==> src/sv/pcs_pkg.sv <==
`timescale 1ns / 1ps
// Shared types and constants for the piecewise contrast stretch.
// No dependencies; used by every module of the block.
package pcs_pkg;

	localparam int unsigned PixW    = 8;
	localparam int unsigned NumCells = 8;
	localparam int unsigned RemW    = 17;
	localparam int unsigned DshW    = 16;
	localparam int unsigned Latency = NumCells + 3;
	localparam int unsigned AddrW   = 4;
	localparam int unsigned DataW   = 32;

	localparam logic [PixW-1:0] MaxLevel = 8'd255;

	// Register indexes, taken from paddr[3:2]
	localparam logic [1:0] RegInLow   = 2'd0;
	localparam logic [1:0] RegInHigh  = 2'd1;
	localparam logic [1:0] RegOutLow  = 2'd2;
	localparam logic [1:0] RegOutHigh = 2'd3;

	typedef struct packed {
		logic [PixW-1:0] in_low;
		logic [PixW-1:0] in_high;
		logic [PixW-1:0] out_low;
		logic [PixW-1:0] out_high;
	} pcs_cfg_t;

	// Data handed from one divider cell to the next
	typedef struct packed {
		logic [RemW-1:0] rem;
		logic [DshW-1:0] dsh;
		logic [PixW-1:0] quo;
		logic [PixW-1:0] base;
		logic            byp;
		logic            last;
	} pcs_cell_t;

endpackage

==> src/sv/pcs_front.sv <==
`timescale 1ns / 1ps
// Segment selection and span multiply ahead of the divider chain.
// Depends on pcs_pkg.
module pcs_front (
	input  logic                   clk,
	input  logic                   arst_n,
	input  pcs_pkg::pcs_cfg_t      cfg,
	input  logic                   take,
	input  logic [pcs_pkg::PixW-1:0] pixel,
	input  logic                   last,
	output logic                   vld,
	output pcs_pkg::pcs_cell_t     head
);
	import pcs_pkg::*;

	typedef struct packed {
		logic [PixW-1:0] base;
		logic [PixW-1:0] span;
		logic [PixW-1:0] diff;
		logic [PixW-1:0] den;
		logic            byp;
		logic            last;
	} pcs_seg_t;

	pcs_seg_t        seg_d;
	pcs_seg_t        seg_s1;
	logic            vld_s1;
	logic            vld_s2;
	logic [2*PixW-1:0] num_s2;
	logic [PixW-1:0] den_s2;
	logic [PixW-1:0] base_s2;
	logic            byp_s2;
	logic            last_s2;
	logic            cfg_ok;
	logic [PixW-1:0] a;
	logic [PixW-1:0] b;
	logic [PixW-1:0] lo;
	logic [PixW-1:0] hi;

	assign cfg_ok = (cfg.in_low < cfg.in_high) && (cfg.out_low < cfg.out_high);

	always_comb begin
		if (pixel <= cfg.in_low) begin
			a  = '0;
			b  = cfg.in_low;
			lo = '0;
			hi = cfg.out_low;
		end else if (pixel <= cfg.in_high) begin
			a  = cfg.in_low;
			b  = cfg.in_high;
			lo = cfg.out_low;
			hi = cfg.out_high;
		end else begin
			a  = cfg.in_high;
			b  = MaxLevel;
			lo = cfg.out_high;
			hi = MaxLevel;
		end
		seg_d.last = last;
		seg_d.byp  = !cfg_ok;
		seg_d.diff = pixel - a;
		if (!cfg_ok) begin
			// pass the pixel through as the base with a zero span
			seg_d.base = pixel;
			seg_d.span = '0;
			seg_d.den  = 8'd1;
		end else if (b == a) begin
			// zero-width first segment: result is the segment base
			seg_d.base = lo;
			seg_d.span = '0;
			seg_d.den  = 8'd1;
		end else begin
			seg_d.base = lo;
			seg_d.span = hi - lo;
			seg_d.den  = b - a;
		end
	end

	always_ff @(posedge clk or negedge arst_n) begin
		if (!arst_n) begin
			vld_s1 <= 1'b0;
			vld_s2 <= 1'b0;
		end else begin
			vld_s1 <= take;
			vld_s2 <= vld_s1;
		end
	end

	always_ff @(posedge clk) begin
		seg_s1  <= seg_d;
		num_s2  <= seg_s1.span * seg_s1.diff;
		den_s2  <= seg_s1.den;
		base_s2 <= seg_s1.base;
		byp_s2  <= seg_s1.byp;
		last_s2 <= seg_s1.last;
	end

	// dividend 2*num + den, divisor 2*den aligned to the top quotient bit
	always_comb begin
		vld       = vld_s2;
		head.rem  = {num_s2, 1'b0} + {{(RemW-PixW){1'b0}}, den_s2};
		head.dsh  = {den_s2, {(DshW-PixW){1'b0}}};
		head.quo  = '0;
		head.base = base_s2;
		head.byp  = byp_s2;
		head.last = last_s2;
	end

endmodule

==> src/sv/pcs_div_cell.sv <==
`timescale 1ns / 1ps
// One restoring-division cell: resolves one quotient bit per pass.
// Depends on pcs_pkg.
module pcs_div_cell (
	input  logic               clk,
	input  logic               arst_n,
	input  logic               up_vld,
	input  pcs_pkg::pcs_cell_t up,
	output logic               dn_vld,
	output pcs_pkg::pcs_cell_t dn
);
	import pcs_pkg::*;

	pcs_cell_t       nxt;
	logic            fits;
	logic [RemW-1:0] dsh_ext;
	pcs_cell_t       dn_q;
	logic            dn_vld_q;

	assign dsh_ext = {1'b0, up.dsh};
	assign fits    = up.rem >= dsh_ext;

	always_comb begin
		nxt      = up;
		nxt.rem  = fits ? (up.rem - dsh_ext) : up.rem;
		nxt.dsh  = {1'b0, up.dsh[DshW-1:1]};
		nxt.quo  = {up.quo[PixW-2:0], fits};
	end

	always_ff @(posedge clk or negedge arst_n) begin
		if (!arst_n) begin
			dn_vld_q <= 1'b0;
			dn_q     <= '0;
		end else begin
			dn_vld_q <= up_vld;
			dn_q     <= nxt;
		end
	end

	assign dn_vld = dn_vld_q;
	assign dn     = dn_q;

	// remainder stays below the divisor just tried
	a_rem_bound: assert property (@(posedge clk) disable iff (!arst_n)
		dn_vld |-> (dn.rem < {dn.dsh, 1'b0}))
		else $error("remainder not reduced below divisor");

endmodule

==> src/sv/piecewise_contrast_stretch.sv <==
`timescale 1ns / 1ps
// Piecewise linear contrast stretch: top level with register port and divider chain.
// Depends on pcs_pkg, pcs_front and pcs_div_cell.
//
// Takes one pixel request every clock: busy stays low, so start may be held high
// indefinitely. Each pixel's result appears on pixel_out, bypassed and last_out for
// one cycle with done high, once it has passed the segment selection and span
// multiply registers, the eight cells of the divider chain with one quotient bit
// each and one output register. Results come out in request order and
// the receiver must take them in that cycle. Write the breakpoint registers only
// while no pixel is in flight.
module piecewise_contrast_stretch (
	input  logic                      clk,
	input  logic                      arst_n,
	input  logic                      psel,
	input  logic                      penable,
	input  logic                      pwrite,
	input  logic [pcs_pkg::AddrW-1:0] paddr,
	input  logic [pcs_pkg::DataW-1:0] pwdata,
	output logic [pcs_pkg::DataW-1:0] prdata,
	output logic                      pready,
	input  logic                      start,
	output logic                      busy,
	input  logic [pcs_pkg::PixW-1:0]  pixel_in,
	input  logic                      last_in,
	output logic                      done,
	output logic [pcs_pkg::PixW-1:0]  pixel_out,
	output logic                      bypassed,
	output logic                      last_out
);
	import pcs_pkg::*;

	pcs_cfg_t        cfg_q;
	logic            wr_en;
	logic [1:0]      reg_idx;
	logic [PixW-1:0] rd_val;
	logic            take;
	logic            chain_vld [NumCells+1];
	pcs_cell_t       chain     [NumCells+1];
	logic            done_q;
	logic [PixW-1:0] pixel_out_q;
	logic            bypassed_q;
	logic            last_out_q;
	pcs_cell_t       tail;
	logic [PixW:0]   sum;

	assign pready  = 1'b1;
	assign busy    = 1'b0;
	assign take    = start && !busy;
	assign reg_idx = paddr[3:2];
	assign wr_en   = psel && penable && pwrite && pready;

	always_ff @(posedge clk or negedge arst_n) begin
		if (!arst_n) begin
			cfg_q.in_low   <= '0;
			cfg_q.in_high  <= MaxLevel;
			cfg_q.out_low  <= '0;
			cfg_q.out_high <= MaxLevel;
		end else if (wr_en) begin
			unique case (reg_idx)
				RegInLow:   cfg_q.in_low   <= pwdata[PixW-1:0];
				RegInHigh:  cfg_q.in_high  <= pwdata[PixW-1:0];
				RegOutLow:  cfg_q.out_low  <= pwdata[PixW-1:0];
				RegOutHigh: cfg_q.out_high <= pwdata[PixW-1:0];
				default: ;
			endcase
		end
	end

	always_comb begin
		unique case (reg_idx)
			RegInLow:   rd_val = cfg_q.in_low;
			RegInHigh:  rd_val = cfg_q.in_high;
			RegOutLow:  rd_val = cfg_q.out_low;
			RegOutHigh: rd_val = cfg_q.out_high;
			default:    rd_val = '0;
		endcase
	end

	assign prdata = {{(DataW-PixW){1'b0}}, rd_val};

	pcs_front u_front (
		.clk    (clk),
		.arst_n (arst_n),
		.cfg    (cfg_q),
		.take   (take),
		.pixel  (pixel_in),
		.last   (last_in),
		.vld    (chain_vld[0]),
		.head   (chain[0])
	);

	for (genvar i = 0; i < NumCells; i++) begin : g_cell
		pcs_div_cell u_cell (
			.clk    (clk),
			.arst_n (arst_n),
			.up_vld (chain_vld[i]),
			.up     (chain[i]),
			.dn_vld (chain_vld[i+1]),
			.dn     (chain[i+1])
		);
	end

	assign tail = chain[NumCells];
	assign sum  = {1'b0, tail.base} + {1'b0, tail.quo};

	always_ff @(posedge clk or negedge arst_n) begin
		if (!arst_n) begin
			done_q <= 1'b0;
		end else begin
			done_q <= chain_vld[NumCells];
		end
	end

	always_ff @(posedge clk) begin
		pixel_out_q <= sum[PixW-1:0];
		bypassed_q  <= tail.byp;
		last_out_q  <= tail.last;
	end

	assign done      = done_q;
	assign pixel_out = pixel_out_q;
	assign bypassed  = bypassed_q;
	assign last_out  = last_out_q;

	a_latency: assert property (@(posedge clk) disable iff (!arst_n)
		done |-> $past(start && !busy, Latency))
		else $error("result without a matching request");

	a_bypass_pass: assert property (@(posedge clk) disable iff (!arst_n)
		(done && bypassed) |-> (pixel_out == $past(pixel_in, Latency)))
		else $error("bypassed pixel altered");

	a_last_pass: assert property (@(posedge clk) disable iff (!arst_n)
		done |-> (last_out == $past(last_in, Latency)))
		else $error("last flag out of step with pixel");

endmodule

==> config.mk <==
export PLATFORM = sky130hd
export DESIGN_NAME = piecewise_contrast_stretch
export DESIGN_NICKNAME = d
export VERILOG_FILES = /design/src/sv/pcs_pkg.sv /design/src/sv/pcs_front.sv /design/src/sv/pcs_div_cell.sv /design/src/sv/piecewise_contrast_stretch.sv
export SDC_FILE = /design/constraint.sdc
export NUM_CORES = 1
export LEC_CHECK = 0
export BUFFER_PORTS_ARGS = -buffer_cell sky130_fd_sc_hd__buf_2
export CAP_MARGIN = 20
export CELL_PAD_IN_SITES_DETAIL_PLACEMENT = 0
export CELL_PAD_IN_SITES_GLOBAL_PLACEMENT = 2
export CORE_MARGIN = 2
export CORE_UTILIZATION = 38
export CTS_CLUSTER_DIAMETER = 50
export DETAILED_ROUTE_END_ITERATION = 7
export MAX_ROUTING_LAYER = met4
export PLACE_DENSITY_LB_ADDON = 0.1
export SYNTH_ARGS = -nofsm -noshare
export SYNTH_HDL_FRONTEND = slang
export SYNTH_SLANG_ARGS = --single-unit
==> constraint.sdc <==
create_clock -name clk -period 3.95 [get_ports clk]
set_input_delay 0.395 -clock clk [delete_from_list [all_inputs] [get_ports clk]]
set_output_delay 0.395 -clock clk [all_outputs]
set_load 0.01 [all_outputs]
==> results.tsv, run 1 <==
metric	value	unit
Clock Latency Late Sink	600	ps
largest family of logic cells by synthesized area	adder cells	
multiplexer area fraction after synthesis	4.85	%
1st-pass router iterations	5	
Mapped Cells	1722	
Simple-Gate Fraction of Synth Area	10.5	%
CTS sink cnt	405	
area share of xor/xnor cells in the synthesized design	4.15	%
utilization after layout	47.3	%
Post-synth EDFFs	0	
final hold vios	0	
DIE AREA	52900	um^2
core area	50300	um^2
DRT iter0 DRCs	570	
routed wire length per instance	15.8	um
library cells used by synthesis	73	
CP bufs+invs	1	
Final setup viols	0	
CTS tree	done	
area leader, netlist	dfrtp_1	
Initial Util	38.6	%
Ports	96	
required time worst endpoint	4420	ps
gr usage total	17.1	%
placed cell area	21400	um^2
Synthesis Warnings	0	
first-pass GRT wire length	70000	um
post-synthesis adder-cell area fraction	15.5	%
I/O Buffers	43	
CP top delay family	adder cells	
routability congestion estimate	0.829	
Tcrit/Tclk final	99.5	%
Syn Area/Cell	11.3	um^2
layout cells sized above 1	23.1	%
vias in the first global route	13572	
Power, Total	21.5	mW
Pwr Density	903	nW/um^2
final worst clock skew	49.2	ps
Post-synth ARST share	80.7	%
leakage power	11.0	nW
Slew headroom	34.0	%
peak supply drop	0.000459	V
Post-synth top cells	311 x dfrtp_1, 181 x inv_1, 164 x ha_1	
Top FF cell, synth	dfrtp_1	
crit-path cells	buf_6, and2_4, fa_1, fa_1, fa_1, fa_1, ha_4, a21o_1, a21o_1, a21o_1, nand2_2, o31ai_4, o41ai_2, xnor2_1	
drt total wl	42100	um
DP HPWL	32600	um
worst-case clock buffer depth	3	
crit path time final	3930	ps
worst hold-check path type	primary input to flop	
final slew viol count	0	
num rows	82	
final cell area excluding filler cells	23800	um^2
total CTS buffers	51	
sequential fraction of the synthesis area	50.3	%
synth top area cells	dfrtp_1 40%, ha_1 11%, dfxtp_1 8.0%	
Worst Setup End Kind	flop	
die height	230	um
CP dominant cell by count	fa_1	
CTS root buf	clkbuf_16	
Max Cap Violations	0	
antenna violations before repair	0	
Post-Syn Area	19400	um^2
nets	2215	
drt via density	4.75	
Crit Path Category	flop to flop	
slowest stage delay, CP	540	ps
number of antenna-violating nets in the routed design	0	
H-Tree Depth	2	
unrepaired setup endpoints after global routing	yes	
Compound-Gate Fraction of Synth Area	9.61	%
status	completed	
drc violations	0	
FMAX	0.255	GHz
crit-path max FO	5	
Synth-to-Final Area Change	22.5	%
cell with the most instances after synthesis	dfrtp_1	
Worst setup SP type	flop	
pin count of the biggest net entering global routing	125	
highest-delay cell along the critical path	fa_1	
Vias	12671	
Worst-Margin Slew	987	ps
clk slew on worst S/H paths	60	ps
Die Width	230	um
grt total ovfl	0	
Min Hold Slack	65.4	ps
CP arrival	4400	ps
Yosys top cell area share	40.1	%
post-synthesis register bit count	405	
[cells in the final DEF (no fill, tap or decap), drive strengths merged, types with 8 or more instances in the layout]
cell type and count:
dfrtp 311, buf 200, inv 183, ha 164, nor2 100, a21oi 94, o21ai 90, nand2 86
dfxtp 78, clkbuf 76, and2 53, mux2 52, xnor2 50, fa 48, xor2 42, nor3 30
nand2b 29, a21o 27, conb 26, nor2b 26, o21a 20, nand4 16, dfstp 16, mux2i 15
nand3 14, a211oi 11, nor4 10, or3 9, o31ai 9, a21boi 9, mux4 8, clkinv 8
[power by group]
group / leakage (nW) / internal (mW) / switching (mW)
combinational: 5.59 / 4.80 / 5.12
clock: 0.876 / 2.99 / 1.80
sequential: 4.53 / 5.86 / 0.911
[tightest hold or removal path, delay by kind of cell]
family / cells / cell delay [ps]
compound gates: 1 / 60
simple gates: 1 / 50
buf+inv: 1 / 120
[cell families after synthesis]
family | count (synthesis)
AO/OA/AOI/OAI | 304
XOR/XNOR | 92
adder cells (fa/ha/maj) | 212
buffers and inverters | 231
flip-flops | 405
multiplexers | 75
other | 2
AND/OR/NAND/NOR | 401
[area by class of cell]
class	count	area [um^2]
Fill cell	4634	26500
Sequential cell	405	9790
Multi-Input combinational cell	1110	9140
Clock buffer	76	1540
Timing Repair Buffer	203	1500
Tap cell	672	841
Inverter	181	679
Clock inverter	20	284
Antenna cell	1	2.50
[registers in the layout, summed over array words and instances, names as in the netlist]
register              cells
pixel_out                 8
done                      1
last_out                  1
u_front.vld_s1            1
u_front.byp_s2            1
u_front.den_s2            8
g_cell.u_cell.dn        284
u_front.vld               1
u_front.seg_s1           34
cfg_q                    32
u_front.base_s2           8
bypassed                  1
g_cell.u_cell.dn_vld      8
u_front.last_s2           1
u_front.num_s2           16
[layer usage]
| layer | wire, um | track usage (%) |
|---|---|---|
| met1 | 18200 | 20.4 |
| met2 | 21400 | 29.5 |
| met3 | 1250 | 2.38 |
| met4 | 1300 | 5.73 |
| met5 | 0 | - |
[what timing repair did]
item                                   in CTS  in global routing
resized for setup                          28                 82
setup buffers                               2                 11
hold buffers                                3                  0
setup endpoints to repair                  20                 31
endpoints found under the hold margin      99                  0
pin swaps                                  13                 43
[worst paths after layout]
check                                   startpoint  depth (start not counted)                      end  slack, ps
worst max-delay path            u_front.seg_s1[15]                         14       u_front.num_s2[15]         20
worst min register to register  u_front.seg_s1[26]                          0       u_front.base_s2[0]        330
worst max register to register  u_front.seg_s1[15]                         14       u_front.num_s2[15]         20
worst min-delay path                     pwdata[5]                          3                cfg_q[29]         70
min in group asynchronous                   arst_n                          2                     done        470
max in group asynchronous                   arst_n                          3  g_cell[1].u_cell.dn[45]       2480
[stage by stage]
stage / setup slack [ps] / cells / TNS (ps)
after floorplan: -10.5 / 1746 / -10.5
after global placement: -248 / 2556 / -2790
after detailed placement: -338 / 2556 / -3750
after CTS: 4.10 / 2657 / 0
after global routing: -147 / 2667 / -568
final: 20.8 / 2668 / 0
Power figures use the tool's default switching activity.
==> run 2, diff against run 1 <==
ABC_AREA = 1   (was not set)
CORE_UTILIZATION = 36   (was 38)
==> results.tsv, run 2 <==
metric	value	unit	change
status	completed		unchanged
worst hold-check path type	primary input to flop		unchanged
Pwr Density	945	nW/um^2	was 903 nW/um^2
area share of xor/xnor cells in the synthesized design	3.98	%	was 4.15%
DRT iter0 DRCs	689		was 570
grt total ovfl	0		unchanged
Clock Latency Late Sink	610	ps	was 600 ps
cell with the most instances after synthesis	nand2_1		was dfrtp_1
unrepaired setup endpoints after global routing	yes		unchanged
post-synthesis adder-cell area fraction	15.0	%	was 15.5%
FMAX	0.265	GHz	was 0.255 GHz
Crit Path Category	flop to flop		unchanged
max reg flops	284		unchanged
num rows	86		was 82
required time worst endpoint	4480	ps	was 4420 ps
largest family of logic cells by synthesized area	adder cells		unchanged
drt via density	4.49		was 4.75
routability congestion estimate	0.841		was 0.829
synth top area cells	dfrtp_1 39%, ha_1 10%, nand2_1 7.8%		was dfrtp_1 40%, ha_1 11%, dfxtp_1 8.0%
final worst clock skew	42.1	ps	was 49.2 ps
FF-to-FF End	u_front.num_s2[12]		was u_front.num_s2[15]
Post-synth EDFFs	0		unchanged
Post-synth ARST share	80.7	%	unchanged
vias in the first global route	14129		was 13572
crit path launch	u_front.seg_s1[12]		was u_front.seg_s1[15]
leakage power	11.7	nW	was 11.0 nW
Die Width	240	um	was 230 um
CTS tree	done		unchanged
R2R Path Start	u_front.seg_s1[12]		was u_front.seg_s1[15]
Compound-Gate Fraction of Synth Area	9.26	%	was 9.61%
routed wire length per instance	15.3	um	was 15.8 um
Yosys top cell area share	38.9	%	was 40.1%
nets	2490		was 2215
Simple-Gate Fraction of Synth Area	14.4	%	was 10.5%
Register-to-Register Path Depth	14		unchanged
Ports	96		unchanged
Worst-Margin Slew	826	ps	was 987 ps
Slew headroom	45.0	%	was 34.0%
Power, Total	22.2	mW	was 21.5 mW
core area	55100	um^2	was 50300 um^2
Antenna Cells	0		was 1
pin count of the biggest net entering global routing	109		was 125
final slew viol count	0		unchanged
Tcrit/Tclk final	95.4	%	was 99.5%
drt total wl	46300	um	was 42100 um
crit-path max FO	4		was 5
H-Tree Depth	2		unchanged
gr usage total	17.3	%	was 17.1%
final cell area excluding filler cells	23500	um^2	was 23800 um^2
Synth-to-Final Area Change	17.2	%	was 22.5%
DIE AREA	57500	um^2	was 52900 um^2
CTS sink cnt	405		unchanged
Worst setup SP type	flop		unchanged
Syn Area/Cell	9.55	um^2	was 11.3 um^2
peak supply drop	0.000423	V	was 0.000459 V
Top FF cell, synth	dfrtp_1		unchanged
Post-Syn Area	20000	um^2	was 19400 um^2
worst-case clock buffer depth	3		unchanged
CP arrival	4300	ps	was 4400 ps
Final setup viols	0		unchanged
commonest non-fill, non-tap cell in the layout	nand2_1		was dfrtp_1
library cells used by synthesis	53		was 73
multiplexer area fraction after synthesis	0	%	was 4.85%
clk slew on worst S/H paths	60	ps	about the same
Initial Util	36.4	%	was 38.6%
antenna violations before repair	0		unchanged
layout cells sized above 1	14.4	%	was 23.1%
Mapped Cells	2098		was 1722
CTS root buf	clkbuf_16		unchanged
post-synthesis register bit count	405		unchanged
Min Hold Slack	159	ps	was 65.4 ps
drc violations	0		unchanged
1st-pass router iterations	4		was 5
Worst Setup End Kind	flop		unchanged
DP HPWL	36100	um	was 32600 um
R2R setup slack	180	ps	was 20 ps
die height	240	um	was 230 um
Worst setup endpoint	u_front.num_s2[12]		was u_front.num_s2[15]
I/O Buffers	43		unchanged
first-pass GRT wire length	75500	um	was 70000 um
final hold vios	0		unchanged
number of antenna-violating nets in the routed design	0		unchanged
total CTS buffers	54		was 51
most frequent cells in the layout	411 x nand2_1, 338 x inv_1, 311 x dfrtp_1, 158 x ha_1, 98 x o21ai_0		was 311 x dfrtp_1, 179 x inv_1, 153 x ha_1, 149 x buf_4, 93 x nor2_1
area leader, netlist	dfrtp_1		unchanged
Hold Path Depth	3		unchanged
Synthesis Warnings	0		unchanged
placed cell area	21400	um^2	about the same
Max Cap Violations	0		unchanged
Vias	13576		was 12671
Post-synth top cells	417 x nand2_1, 339 x inv_1, 311 x dfrtp_1		was 311 x dfrtp_1, 181 x inv_1, 164 x ha_1
sequential fraction of the synthesis area	48.8	%	was 50.3%
crit path time final	3770	ps	was 3930 ps
-- run 2: logic make-up (layout without fill, tap and decap cells) --
| family | count (synthesis) | count (layout) |
|---|---|---|
| and+or+nand+nor | 668 | 668 |
| other | 2 | 26 |
| xor gates and xnor gates | 91 | 91 |
| buffers and inverters | 407 | 558 |
| adders and majority gates | 212 | 212 |
| AOI/OAI and AO/OA | 313 | 313 |
| DFF | 405 | 405 |
-- run 2: worst max-delay path, stage by stage, from the launching register on --
cell	delay (ps)
dfxtp_4	360
nand2_2	60
fa_1	500
fa_1	550
inv_1	60
fa_1	530
inv_1	50
fa_1	520
inv_1	60
ha_4	230
a21oi_2	150
a21boi_2	210
o21ai_2	70
a31oi_1	170
xor2_1	150
-- run 2: worst min-delay path by stage --
stage / from / to / slack [ps]
global placement: u_front.seg_s1[30] / u_front.base_s2[4] / 310
CTS: pwdata[6] / cfg_q[6] / 130
floorplan: arst_n / cfg_q[10] / 100
detailed placement: u_front.seg_s1[30] / u_front.base_s2[4] / 310
finish: pwdata[6] / cfg_q[6] / 160
global route: pwdata[7] / cfg_q[31] / 170
-- run 2: per-layer routing --
metal	GRT usage [%]	vias to the layer above	part of all wire (%)
met5	-	-	0
met4	4.35	0	2.0
met3	2.71	66	2.9
met2	28.7	123	48
met1	22.3	6466	47
li1	-	6921	-
-- run 2: power by group --
part	switching, mW	leakage [nW]	internal [mW]
sequential	0.951	4.56	5.88
clock	1.96	0.922	3.00
combinational	6.16	6.19	4.22
-- run 2: timing repair --
item / in CTS / in global routing
hold buffers: 3 / 0
setup endpoints to repair: 4 / 9
pin swaps: 4 / 25
endpoints found under the hold margin: 107 / 0
setup buffers: 0 / 3
gates resized for setup: 10 / 35
-- run 2: final cells by class --
cell class                      instances  area (um^2)
Clock buffer                           69         1490
Sequential cell                       405         9780
Timing Repair Buffer                  110          773
Multi-Input combinational cell       1310         8780
Clock inverter                         33          407
Tap cell                              748          936
Fill cell                            5471        31600
Inverter                              346         1300
-- run 2: per-stage QoR --
stage	std cells	worst slack, ps	setup TNS, ps	util, %
floorplan	2122	-22.5	-22.5	-
global placement	2913	-41.5	-87.3	38.8
CTS	3018	-2.56	-2.56	42.4
detailed placement	2913	-81.8	-237	38.8
finish	3021	182	0	42.6
global route	3021	-3.93	-3.93	42.6
